--- src/rtl/double_hash_key_set_top_defines.svh ---
// ---------------------------------------------------------------------------
// double_hash_key_set_top_defines
// Assertion macros for the key set block; empty bodies under synthesis.
// ---------------------------------------------------------------------------
`ifndef DOUBLE_HASH_KEY_SET_TOP_DEFINES_SVH
`define DOUBLE_HASH_KEY_SET_TOP_DEFINES_SVH

`ifndef SYNTHESIS
// expression must hold at every edge outside reset
`define DHKS_ASSERT(name, expr, msg) \
  name: assert property (@(posedge clk) disable iff (rst) (expr)) else $error(msg);
// pre at one edge implies post at the next edge
`define DHKS_ASSERT_NEXT(name, pre, post, msg) \
  name: assert property (@(posedge clk) disable iff (rst) (pre) |=> (post)) else $error(msg);
`else
`define DHKS_ASSERT(name, expr, msg)
`define DHKS_ASSERT_NEXT(name, pre, post, msg)
`endif

`endif

--- src/rtl/dhks_pkg.sv ---
// ---------------------------------------------------------------------------
// dhks_pkg
// Shared widths, status codes and the queue entry type of the key set.
// ---------------------------------------------------------------------------
package dhks_pkg;

  localparam int KEY_W           = 28;
  localparam int FIELD_LETTERS   = 12;
  localparam int LETTERS_W       = 2 * FIELD_LETTERS;
  localparam int LENGTH_W        = 4;
  localparam int STATUS_W        = 2;
  localparam int DEF_TABLE_SIZE  = 1021;
  localparam int DEF_MAX_LETTERS = 12;
  localparam int QUEUE_DEPTH     = 4;

  // request selector
  localparam logic REQ_INSERT = 1'b0;
  localparam logic REQ_FIND   = 1'b1;

  // response status codes
  localparam logic [STATUS_W-1:0] ST_PRESENT = 2'd0;
  localparam logic [STATUS_W-1:0] ST_ABSENT  = 2'd1;
  localparam logic [STATUS_W-1:0] ST_FULL    = 2'd2;

  // classified request handed from front to back
  typedef struct packed {
    logic             insert;
    logic             zero;
    logic [KEY_W-1:0] key;
  } entry_t;

endpackage

--- src/rtl/dhks_queue.sv ---
// ---------------------------------------------------------------------------
// dhks_queue
// Small register queue between front and back.
// ---------------------------------------------------------------------------
module dhks_queue #(
  parameter int WIDTH = 32,
  parameter int DEPTH = dhks_pkg::QUEUE_DEPTH
) (
  input  logic             clk,
  input  logic             rst,
  input  logic             push_valid,
  output logic             push_ready,
  input  logic [WIDTH-1:0] push_data,
  output logic             pop_valid,
  input  logic             pop_ready,
  output logic [WIDTH-1:0] pop_data
);
  localparam int PTR_W = (DEPTH > 1) ? $clog2(DEPTH) : 1;
  localparam int CNT_W = $clog2(DEPTH + 1);

  logic [WIDTH-1:0] slots [DEPTH];
  logic [PTR_W-1:0] wr_ptr, rd_ptr;
  logic [CNT_W-1:0] count;
  logic             push, pop;

  assign push_ready = (count != CNT_W'(DEPTH));
  assign pop_valid  = (count != '0);
  assign pop_data   = slots[rd_ptr];
  assign push       = push_valid && push_ready;
  assign pop        = pop_valid && pop_ready;

  function automatic logic [PTR_W-1:0] bump(input logic [PTR_W-1:0] p);
    return (p == PTR_W'(DEPTH - 1)) ? '0 : p + PTR_W'(1);
  endfunction

  always_ff @(posedge clk) begin
    if (rst) begin
      wr_ptr <= '0;
      rd_ptr <= '0;
      count  <= '0;
    end else begin
      if (push) wr_ptr <= bump(wr_ptr);
      if (pop)  rd_ptr <= bump(rd_ptr);
      if (push && !pop)      count <= count + CNT_W'(1);
      else if (pop && !push) count <= count - CNT_W'(1);
    end
  end

  always_ff @(posedge clk) begin
    if (push) slots[wr_ptr] <= push_data;
  end

endmodule

--- config.mk ---
export PLATFORM = sky130hd
export DESIGN_NAME = dhks_queue
export DESIGN_NICKNAME = d
export VERILOG_FILES = /design/src/rtl/double_hash_key_set_top_defines.svh /design/src/rtl/dhks_pkg.sv /design/src/rtl/dhks_queue.sv
export SDC_FILE = /design/constraint.sdc
export NUM_CORES = 1
export LEC_CHECK = 0
export BUFFER_PORTS_ARGS = -buffer_cell sky130_fd_sc_hd__buf_2
export CAP_MARGIN = 20
export CORE_ASPECT_RATIO = 0.9
export CORE_MARGIN = 4
export CORE_UTILIZATION = 44
export DETAILED_ROUTE_END_ITERATION = 12
export PLACE_DENSITY_LB_ADDON = 0.3
export RECOVER_POWER = 100
export REMOVE_ABC_BUFFERS = 1
export SYNTH_ARGS = -nofsm -noshare
export SYNTH_HDL_FRONTEND = slang
export SYNTH_SLANG_ARGS = --single-unit
--- constraint.sdc ---
create_clock -name clk -period 2.2 [get_ports clk]
set_input_delay 0.11 -clock clk [delete_from_list [all_inputs] [get_ports clk]]
set_output_delay 0.11 -clock clk [all_outputs]
set_load 0.01 [all_outputs]
==> out/qor.yml <==
htreeDepth: 4
start_kind: "register"
ys_types: 27
drive_gt1_share_pct: 25.5
worstMarginPinSlew_ps: 868
dieWidth_um: 121
worstPathCellList: "or3b_1 > and2_4 > ha_4 > inv_1 > fa_1 > xor2_1 > or3_2 > a21oi_1"
period_share_pct: 94.7
r2r-end: "count[2]$_SDFFE_PP0P_"
grt_max_degree: 33
synth_top_area_share_pct: 75.6
first_pass_iters: 4
fin_ws_ps: 116
maxSlewHeadroom_pct: 42.1
hold_path.class: "primary input to register"
place_ws_ps: -40.4
multi_input_area_um2: 1030
reg2regPathDepth: 8
synthToLayoutAreaGrowth_pct: 28.6
io_buffers: 69
yosysWarnings: 0
yosysMostFrequentCell: "edfxtp_1"
nets: 375
finalPower_mw: 7.66
critPathKind: "register to register"
clockBufferDepth: 2
vdd_drop_max_mv: 0.775
grt_overflow_total: 0
cp-end-kind: "register"
root_buffer: "clkbuf_16"
num-fill-cells: 834
skew_ps: 7.69
start_util_pct: 46.1
p_leak_nw: 2.14
vias: 2487
reg2reg_from: "count[2]$_SDFFE_PP0P_"
cts.sinks: 137
crit_path_end: "count[2]$_SDFFE_PP0P_"
maxCapViolations: 0
synth_area_leader_cell: "edfxtp_1"
max_stage_delay_ps: 420
gp_congestion: 0.695
ys_seq_elements: 137
synth_seq_area_share_pct: 79.2
path_clk_slew_ps: 50
cp.required_ps: 2530
drt_iter0_markers: 126
grt_pass1_wl_um: 14500
syn_avg_cell_area_um2: 23.6
ant_nets: 0
hold_path_startpoint: "push_valid"
hold_violations: 0
cp_slowest_cell: "or3_2"
synth-main-ff-cell: "edfxtp_1"
avgRoutedWirePerCell_um: 18.5
core_area_um2: 11000
hold_slack_ps: 40.2
seqCellArea_um2: 4040
clk_latency_ps: 410
status: "finished, final reports clean"
cts_made_buffers: 17
ff2ff_setup_slack_ps: 120
drc: 0
totalWireLength_um: 9210
max_freq_mhz: 480
cts_tree: "yes"
worstPathArrival_ps: 2420
startpoint: "count[2]$_SDFFE_PP0P_"
synthTopCellsByArea: "edfxtp_1 76%, mux4_2 14%, dfxtp_1 3.5%"
ios: 70
rsz0062_at_grt: "no"
worstPathMaxFanout: 5
die_h_um: 110
dieArea_um2: 13300
post-cts-setup-buffers: 0
finalMaxSlewViolations: 0
rows: 36
antenna_found_initial: 0
syn_area_um2: 5080
yosys-top-cells-count: "128 x edfxtp_1, 32 x mux4_2, 9 x dfxtp_1"
setup_violations: 0
syn_inst: 215
vias_per_cell: 4.99
grt_usage_pct: 15.1
power_density_nw_per_um2: 1170
dp_hpwl_um: 5430
grt_pass1_vias: 2716
synth_edf_count: 128
ys_async_sr_fraction_pct: 0
fin_crit_ps: 2080
what timing repair did:
action	4_1_cts	5_1_grt
hold endpoints to repair	135	0
hold buffers	33	0
gates resized for setup	1	8
endpoints found under the setup margin	1	1
final cells by class:
cell class              count  area share (%)
well taps                 152            2.91
repair buffers            107            10.2
flip-flops and latches    137            61.7
clock inverters            15            2.66
multi-input cells          66            15.8
clock buffers              17            6.51
inverters                   3           0.172
diodes                      1          0.0383
where the power goes:
group	total (mW)	internal, mW	leakage, nW	switching [mW]
registers	3.33	3.19	1.25	0.143
logic	1.48	0.714	0.586	0.762
clock network	2.86	1.79	0.301	1.07
total	7.66	5.69	2.14	1.97
flip-flops by register name (all words and copies together) (netlist names), named ones only:
register,cells
slots,128
count,3
rd_ptr,2
wr_ptr,2
kinds of logic (layout without fill, tap and decap cells):
logic type               after synthesis  after routing  synth area share (%)
flip-flops                           137            137                  79.2
adder cells (fa/ha/maj)                7              7                  1.87
XOR/XNOR                               2              2                 0.345
AO/OA/AOI/OAI                          5              5                 0.689
buffers and inverters                 12            142                  1.06
AND/OR/NAND/NOR                       17             17                  2.09
other                                  0              1                     0
multiplexers                          35             35                  14.8
cell usage in the layout (no fill, tap or decap), drive strengths merged, types with 2 or more instances in the layout:
cell type / Yosys / routed
bufinv: 0 / 3
clkbuf: 2 / 81
xor2: 2 / 2
dlygate4sd3: 0 / 33
and3: 4 / 4
nand2b: 2 / 2
o31ai: 2 / 2
edfxtp: 128 / 128
buf: 7 / 10
nor2: 3 / 3
inv: 3 / 7
clkinv: 0 / 8
dfxtp: 9 / 9
ha: 6 / 6
a21oi: 2 / 2
or3: 3 / 3
mux2i: 3 / 3
mux4: 32 / 32
per-layer routing:
layer,track usage (%),vias to the layer above,wire (um)
li1,-,1135,-
met1,19.3,1270,4070
met2,23.8,75,4520
met3,5.20,7,500
met4,6.08,0,120
met5,0,-,0
metrics by stage:
stage                     setup TNS, ps  cell area, um2  instances  utilization [%]
after floorplan                   -1380            5040        206                -
after global placement                0            5650        432             51.2
after global routing                  0            6530        497             59.2
after detailed placement          -40.4            5650        432             51.2
after CTS                             0            6590        497             59.7
final                                 0            6540        498             59.2
how the worst min path moves through the flow:
stage / end / slack (ps) / cells after the start
final: wr_ptr[0]$_SDFFE_PP0P_ / 40 / 3
after global routing: wr_ptr[0]$_SDFFE_PP0P_ / 40 / 3
after CTS: wr_ptr[0]$_SDFFE_PP0P_ / 6 / 3
after detailed placement: slots[1][23]$_DFFE_PP_ / 330 / 1
after global placement: slots[3][16]$_DFFE_PP_ / 330 / 1
after floorplan: count[2]$_SDFFE_PP0P_ / 180 / 1
critical path: cells and delay by family (launching register included):
family / cells / cell delay, ps
buf+inv: 1 / 50
flops: 1 / 340
xor+xnor: 1 / 180
compound gates: 1 / 150
fa+ha+maj: 2 / 510
simple gates: 3 / 780
No activity file was read; power rests on OpenSTA's default activity.
