<file path="src/rtl/double_hash_key_set_top_defines.svh">
// ---------------------------------------------------------------------------
// double_hash_key_set_top_defines
// Assertion macros for the key set block; empty bodies under synthesis.
// ---------------------------------------------------------------------------
`ifndef DOUBLE_HASH_KEY_SET_TOP_DEFINES_SVH
`define DOUBLE_HASH_KEY_SET_TOP_DEFINES_SVH

`ifndef SYNTHESIS
// expression must hold at every edge outside reset
`define DHKS_ASSERT(name, expr, msg) \
  name: assert property (@(posedge clk) disable iff (rst) (expr)) else $error(msg);
// pre at one edge implies post at the next edge
`define DHKS_ASSERT_NEXT(name, pre, post, msg) \
  name: assert property (@(posedge clk) disable iff (rst) (pre) |=> (post)) else $error(msg);
`else
`define DHKS_ASSERT(name, expr, msg)
`define DHKS_ASSERT_NEXT(name, pre, post, msg)
`endif

`endif

</file>
<file path="src/rtl/dhks_pkg.sv">
// ---------------------------------------------------------------------------
// dhks_pkg
// Shared widths, status codes and the queue entry type of the key set.
// ---------------------------------------------------------------------------
package dhks_pkg;

  localparam int KEY_W           = 28;
  localparam int FIELD_LETTERS   = 12;
  localparam int LETTERS_W       = 2 * FIELD_LETTERS;
  localparam int LENGTH_W        = 4;
  localparam int STATUS_W        = 2;
  localparam int DEF_TABLE_SIZE  = 1021;
  localparam int DEF_MAX_LETTERS = 12;
  localparam int QUEUE_DEPTH     = 4;

  // request selector
  localparam logic REQ_INSERT = 1'b0;
  localparam logic REQ_FIND   = 1'b1;

  // response status codes
  localparam logic [STATUS_W-1:0] ST_PRESENT = 2'd0;
  localparam logic [STATUS_W-1:0] ST_ABSENT  = 2'd1;
  localparam logic [STATUS_W-1:0] ST_FULL    = 2'd2;

  // classified request handed from front to back
  typedef struct packed {
    logic             insert;
    logic             zero;
    logic [KEY_W-1:0] key;
  } entry_t;

endpackage

</file>
<file path="src/rtl/dhks_req_if.sv">
// ---------------------------------------------------------------------------
// dhks_req_if
// Request channel: insert/find selector and a short letter string.
// ---------------------------------------------------------------------------
interface dhks_req_if;
  import dhks_pkg::*;

  logic                 valid;
  logic                 ready;
  logic                 req_type;
  logic [LETTERS_W-1:0] letters;
  logic [LENGTH_W-1:0]  length;

  modport source (output valid, req_type, letters, length, input ready);
  modport sink   (input valid, req_type, letters, length, output ready);
endinterface

</file>
<file path="src/rtl/dhks_front.sv">
// ---------------------------------------------------------------------------
// dhks_front
// Key build and probe start/step computation, five pipeline stages.
// ---------------------------------------------------------------------------
module dhks_front #(
  parameter int TABLE_SIZE  = dhks_pkg::DEF_TABLE_SIZE,
  parameter int MAX_LETTERS = dhks_pkg::DEF_MAX_LETTERS,
  parameter int IDX_W       = $clog2(TABLE_SIZE)
) (
  input  logic             clk,
  input  logic             rst,
  dhks_req_if.sink         req,
  input  logic             hold,
  output logic             out_valid,
  input  logic             out_ready,
  output dhks_pkg::entry_t out_entry,
  output logic [IDX_W-1:0] out_pos,
  output logic [IDX_W-1:0] out_step
);
  import dhks_pkg::*;

  localparam int NCAP   = (MAX_LETTERS < FIELD_LETTERS) ? MAX_LETTERS : FIELD_LETTERS;
  localparam int GROUPS = FIELD_LETTERS / 4;

  // mod divisors and floor(2^KEY_W / d) reciprocals
  localparam logic [KEY_W-1:0] D1 = KEY_W'(TABLE_SIZE);
  localparam logic [KEY_W-1:0] D2 = KEY_W'(TABLE_SIZE - 1);
  localparam logic [KEY_W-1:0] M1 = KEY_W'((64'd1 << KEY_W) / TABLE_SIZE);
  localparam logic [KEY_W-1:0] M2 = KEY_W'((64'd1 << KEY_W) / (TABLE_SIZE - 1));

  function automatic logic [KEY_W-1:0] pow5(input int e);
    logic [63:0] acc;
    acc = 64'd1;
    for (int k = 0; k < e; k++) acc = acc * 64'd5;
    return KEY_W'(acc);
  endfunction

  logic                advance;
  logic [LENGTH_W-1:0] n_used;
  logic [KEY_W-1:0]    term [FIELD_LETTERS];
  logic [KEY_W-1:0]    grp  [GROUPS];

  logic             s1_valid, s2_valid, s3_valid, s4_valid;
  logic             s1_insert, s2_insert, s3_insert, s4_insert;
  logic [KEY_W-1:0] s1_g [GROUPS];
  logic [KEY_W-1:0] s2_key, s3_key, s4_key;
  logic [KEY_W-1:0] s3_q1, s3_q2, s4_qd1, s4_qd2;
  logic             s3_zero, s4_zero;

  logic [KEY_W-1:0]   key_sum;
  logic [2*KEY_W-1:0] prod1, prod2, prodd1, prodd2;
  logic [KEY_W-1:0]   r1, r2, rem1, rem2;

  assign advance   = !out_valid || out_ready;
  assign req.ready = advance && !hold;

  always_comb begin
    n_used = (req.length > LENGTH_W'(NCAP)) ? LENGTH_W'(NCAP) : req.length;
    for (int i = 0; i < FIELD_LETTERS; i++) begin
      term[i] = (LENGTH_W'(i) < n_used)
              ? KEY_W'(pow5(i) * KEY_W'({1'b0, req.letters[2*i +: 2]} + 3'd1))
              : '0;
    end
    for (int j = 0; j < GROUPS; j++) begin
      grp[j] = term[4*j] + term[4*j+1] + term[4*j+2] + term[4*j+3];
    end
  end

  always_comb begin
    key_sum = '0;
    for (int j = 0; j < GROUPS; j++) key_sum = key_sum + s1_g[j];
  end

  assign prod1  = s2_key * M1;
  assign prod2  = s2_key * M2;
  assign prodd1 = s3_q1 * D1;
  assign prodd2 = s3_q2 * D2;

  // estimate is at most one low: one correction step
  assign r1   = s4_key - s4_qd1;
  assign r2   = s4_key - s4_qd2;
  assign rem1 = (r1 >= D1) ? (r1 - D1) : r1;
  assign rem2 = (r2 >= D2) ? (r2 - D2) : r2;

  always_ff @(posedge clk) begin
    if (rst) begin
      s1_valid  <= 1'b0;
      s2_valid  <= 1'b0;
      s3_valid  <= 1'b0;
      s4_valid  <= 1'b0;
      out_valid <= 1'b0;
    end else if (advance) begin
      s1_valid  <= req.valid && req.ready;
      s2_valid  <= s1_valid;
      s3_valid  <= s2_valid;
      s4_valid  <= s3_valid;
      out_valid <= s4_valid;
    end
  end

  always_ff @(posedge clk) begin
    if (advance) begin
      s1_insert <= (req.req_type == REQ_INSERT);
      s1_g      <= grp;
      s2_insert <= s1_insert;
      s2_key    <= key_sum;
      s3_insert <= s2_insert;
      s3_key    <= s2_key;
      s3_zero   <= (s2_key == '0);
      s3_q1     <= prod1[2*KEY_W-1:KEY_W];
      s3_q2     <= prod2[2*KEY_W-1:KEY_W];
      s4_insert <= s3_insert;
      s4_key    <= s3_key;
      s4_zero   <= s3_zero;
      s4_qd1    <= prodd1[KEY_W-1:0];
      s4_qd2    <= prodd2[KEY_W-1:0];
      out_entry.insert <= s4_insert;
      out_entry.zero   <= s4_zero;
      out_entry.key    <= s4_key;
      out_pos          <= rem1[IDX_W-1:0];
      out_step         <= IDX_W'(rem2 + KEY_W'(1));
    end
  end

endmodule

</file>
<file path="src/flat_wrapper.sv">
// flat-port wrapper written by rule: the top's interface ports become plain ports
module dhks_front_flat import dhks_pkg::*;
#(
  parameter int TABLE_SIZE  = dhks_pkg::DEF_TABLE_SIZE,
  parameter int MAX_LETTERS = dhks_pkg::DEF_MAX_LETTERS,
  parameter int IDX_W       = $clog2(TABLE_SIZE)
)
  (clk, rst, hold, out_valid, out_ready, out_entry, out_pos, out_step, req_valid, req_req_type, req_letters, req_length, req_ready);
  dhks_req_if req_i ();
  input  logic clk;
  input  logic rst;
  input  logic hold;
  output logic out_valid;
  input  logic out_ready;
  output dhks_pkg::entry_t out_entry;
  output logic [IDX_W-1:0] out_pos;
  output logic [IDX_W-1:0] out_step;
  input wire logic [$bits(req_i.valid)-1:0] req_valid;
  input wire logic [$bits(req_i.req_type)-1:0] req_req_type;
  input wire logic [$bits(req_i.letters)-1:0] req_letters;
  input wire logic [$bits(req_i.length)-1:0] req_length;
  output wire logic [$bits(req_i.ready)-1:0] req_ready;
  assign req_i.valid = req_valid;
  assign req_i.req_type = req_req_type;
  assign req_i.letters = req_letters;
  assign req_i.length = req_length;
  assign req_ready = req_i.ready;
  dhks_front #(.TABLE_SIZE(TABLE_SIZE), .MAX_LETTERS(MAX_LETTERS), .IDX_W(IDX_W)) u_core (.clk(clk), .rst(rst), .req(req_i), .hold(hold), .out_valid(out_valid), .out_ready(out_ready), .out_entry(out_entry), .out_pos(out_pos), .out_step(out_step));
endmodule
</file>
<file path="config.mk">
export PLATFORM = sky130hd
export DESIGN_NAME = dhks_front_flat
export DESIGN_NICKNAME = d
export VERILOG_FILES = /design/src/rtl/double_hash_key_set_top_defines.svh /design/src/rtl/dhks_pkg.sv /design/src/rtl/dhks_req_if.sv /design/src/rtl/dhks_front.sv /design/src/flat_wrapper.sv
export SDC_FILE = /design/constraint.sdc
export NUM_CORES = 2
export LEC_CHECK = 0
export ABC_AREA = 1
export BUFFER_PORTS_ARGS = -buffer_cell sky130_fd_sc_hd__clkbuf_2
export CORE_ASPECT_RATIO = 0.7
export CORE_MARGIN = 1
export CORE_UTILIZATION = 30
export CTS_CLUSTER_DIAMETER = 30
export DETAILED_ROUTE_END_ITERATION = 8
export PLACE_DENSITY_LB_ADDON = 0.15
export SYNTH_ARGS = -nofsm -noshare
export SYNTH_HDL_FRONTEND = slang
export SYNTH_SLANG_ARGS = --single-unit
export TNS_END_PERCENT = 50
</file>
<file path="constraint.sdc">
create_clock -name clk -period 7.6 [get_ports clk]
set_input_delay 0 -clock clk [delete_from_list [all_inputs] [get_ports clk]]
set_output_delay 0 -clock clk [all_outputs]
set_load 0.03 [all_outputs]
</file>
==> metrics.md <==
| Metric | Value |
|---|---|
| Tightest Hold Check Type | `in2reg` |
| Sequential fraction of the synthesis area | `approximately a quarter` |
| Cell depth of the worst flop-to-flop path | `18` |
| Ant diodes | `0` |
| Gpl congestion | `around 0.9` |
| Tot GR Track Use | `15.6%` |
| Wirelength per Cell | `16.0 um` |
| Post-Synthesis Cell Area | `around 0.037 sq mm` |
| CP Capture Type | `flop` |
| Yosys cell types | `57` |
| Worst path required time | `approximately 8000 ps` |
| TritonCTS clock tree | `yes` |
| CTS Buf Count | `between 70 and 80` |
| R2R Setup Slk | `2030 ps` |
| FMAX | `between 150 and 200 MHz` |
| Drt first pass iters | `5` |
| Critical path class | `reg2reg` |
| Die Width | `approximately 420 um` |
| Cell total after placement | `between 5000 and 6000` |
| Syn Area/Cell | `just under 9 sq um` |
| Worst rel slew slack | `about two fifths` |
| Critical Path Fanout Max | `8` |
| Post-synth top flop | `edfxtp_1` |
| Largest cells by area after synthesis | `edfxtp_1 24%, ha_1 22%, fa_1 17%` |
| Pin count of the biggest net entering global routing | `145` |
| DIE HEIGHT | `297 um` |
| Final hold vios | `0` |
| Worst Tran Pin Value | `~900 ps` |
| Initial antenna violation count | `9` |
| Row count | `between 100 and 150` |
| Layout area overhead | `13.5%` |
| Largest area contributor in the netlist | `edfxtp_1` |
| Vias/cell | `roughly 4.5` |
| Post-route antenna net violation count | `0` |
| Post-CTS Repair Setup Buffers | `0` |
| Routed WL | `just under 100 mm` |
| Cell Count, Final, Fillers Out | `6030` |
| Synth Warn # | `0` |
| Final period util | `between 70% and 80%` |
| Starting Density | `a little under a third` |
| Grt ovf | `0` |
| CTS sink cnt | `between 200 and 300` |
| Die ar. | `roughly 0.13 sq mm` |
| # setup viols final | `0` |
| Synth Register Bits | `slightly below 300` |
| Ports | `86` |
| Post-Synthesis Net Count | `5200` |
| Setup Skew | `around 39 ps` |
| H-tree depth | `3` |
| CP Launch Type | `flop` |
| Post-cts sizing count | `0` |
| Worst-path clk slew | `about 50 ps` |
| Initial drt markers | `1390` |
| MaxCap Viol Count | `0` |
| Post-Syn Instances | `approximately 4200` |
| FF-to-FF Start | `u_core.s2_key[18]` |
| DRC violations left | `0` |
| DR vias | `between 20000 and 30000` |
| Post-synth EDFFs | `slightly below 300` |
| Core Box Area | `approximately 0.12 sq mm` |
| Post-layout net count | `5361` |
| Number of global-route vias before repair | `~27000` |
| WHS Endpoint | `u_core.s1_g[56]` |
| Hold Path Stages | `6` |
| Status | `finished clean` |
| Count leader, synth | `inv_1` |
| Final min period | `around 5600 ps` |
| Top cells by count, synth | `965 x inv_1, 668 x ha_1, 649 x nand2_1` |
| Dpl hpwl | `roughly 82 mm` |
| Later-pin clock latency in the skew report | `650 ps` |
| Share of layout cells above drive strength 1 | `6.12%` |
| Hold_sp | `req_length[0]` |
| Fillers | `around 13000` |
| RSZ-0062 raised after global routing | `no` |
| Yosys top cell area share | `between 20% and 30%` |
| Post-synth ARST share | `0%` |
| Root buf cell | `clkbuf_16` |
| Global-route wire length before repair | `between 150 and 200 mm` |
| Worst R2R End | `u_core.s3_q1[12]` |
| CP arrival | `about 6000 ps` |
| Clock Tree Buf Depth | `3` |
| Sum Neg Setup Slack | `0 ps` |
| # port buffers | `between 80 and 90` |
| Max-slew violations | `0` |
| CTS Hold Buffers Added | `7` |
==> layer usage <==
layer / global-route usage [%] / wire [um]
met1: 22.8 / 50600
met2: 23.3 / 39600
met3: 3.33 / 4830
met4: 3.25 / 1580
met5: 0 / 0
==> logic make-up after synthesis <==
kind of cell               share of synthesized area [%]
and+or+nand+nor                                     13.1
adders and majority gates                           39.8
buffers and inverters                               9.95
AOI/OAI and AO/OA                                   7.95
DFF                                                 23.9
xor gates and xnor gates                            5.32
other                                             0.0101
==> cell usage in the layout (no fill, tap or decap), types with 8 or more instances in the layout <==
| cell type | Yosys | final |
|---|---|---|
| a31oi_1 | 22 | 22 |
| nor3_1 | 21 | 21 |
| o21a_1 | 14 | 14 |
| a21oi_1 | 282 | 282 |
| xor2_1 | 136 | 136 |
| o21bai_1 | 16 | 16 |
| clkinv_2 | 0 | 9 |
| clkbuf_16 | 0 | 72 |
| edfxtp_1 | 292 | 292 |
| inv_6 | 0 | 10 |
| inv_2 | 8 | 8 |
| clkbuf_2 | 0 | 85 |
| nand2_1 | 649 | 649 |
| nand4_1 | 37 | 37 |
| and2_1 | 8 | 8 |
| nand3b_1 | 13 | 13 |
| nor4_1 | 9 | 9 |
| bufinv_16 | 0 | 10 |
| fa_1 | 321 | 321 |
| nand3_1 | 117 | 117 |
| o21ai_0 | 119 | 119 |
| inv_1 | 965 | 964 |
| ha_1 | 668 | 668 |
| nor2_2 | 12 | 12 |
| o211ai_1 | 11 | 11 |
| nand3_2 | 8 | 8 |
| xnor2_1 | 90 | 90 |
| a21o_1 | 13 | 13 |
| clkinv_1 | 4 | 13 |
| nor2_1 | 246 | 246 |
| or2_2 | 11 | 11 |
==> flip-flops by register name, summed over array words and instances, names as in the netlist, 10 cells and up <==
name	cells
u_core.s3_q1	19
u_core.s4_qd2	26
u_core.s2_key	28
u_core.out_pos	10
u_core.s4_qd1	28
u_core.s3_q2	19
u_core.s3_key	28
u_core.out_step	10
u_core.s1_g	60
u_core.s4_key	28
u_core.out_entry	30
==> critical path, stage by stage, from the launching register on <==
cell	delay [ps]
edfxtp_1	660
inv_1	170
ha_1	330
ha_1	310
ha_1	300
ha_1	270
inv_1	50
fa_1	530
inv_1	60
fa_1	480
ha_1	350
nand2_1	90
nor2_1	140
inv_1	70
nor4_1	600
a21oi_1	210
o21ai_0	410
a21oi_1	150
xnor2_1	140
==> per-stage QoR <==
| step | cell area, sq um | hold WS (ps) | utilization [%] | setup WS (ps) |
|---|---|---|---|---|
| after global placement | 39700 | 224 | 32.5 | 2010 |
| after detailed placement | 39700 | 226 | 32.5 | 2050 |
| after floorplan | 37200 | 69.1 | - | 707 |
| after CTS | 42200 | 14.7 | 34.5 | 2040 |
| final | 42200 | 44.3 | 34.5 | 2030 |
| after global routing | 42200 | 53.2 | 34.5 | 1630 |
==> worst max path at each step <==
stage                           start                   to  slack, ps  cells after the start
floorplan            u_core.out_valid  u_core.out_entry[0]        710                      3
global placement      u_core.s3_q1[4]    u_core.s4_qd1[27]       2010                     20
detailed placement    u_core.s3_q1[4]    u_core.s4_qd1[27]       2050                     20
CTS                   u_core.s3_q1[4]    u_core.s4_qd1[27]       2040                     20
global route        u_core.s2_key[11]      u_core.s3_q1[8]       1630                     19
finish              u_core.s2_key[18]     u_core.s3_q1[12]       2030                     18
==> layout make-up <==
cell class | instances | area [sq um] | share of cell area, %
Multi-Input combinational cell | 2895 | 24600 | 58.3
Clock buffer | 75 | 1810 | 4.30
Clock inverter | 55 | 651 | 1.54
Tap cell | 1635 | 2050 | 4.85
Timing Repair Buffer | 96 | 538 | 1.27
Inverter | 977 | 3670 | 8.71
Sequential cell | 297 | 8870 | 21.0
Power is left out: the tool's default activity adds up to more than one toggle a clock period on the data nets, which glitch-free logic cannot reach.
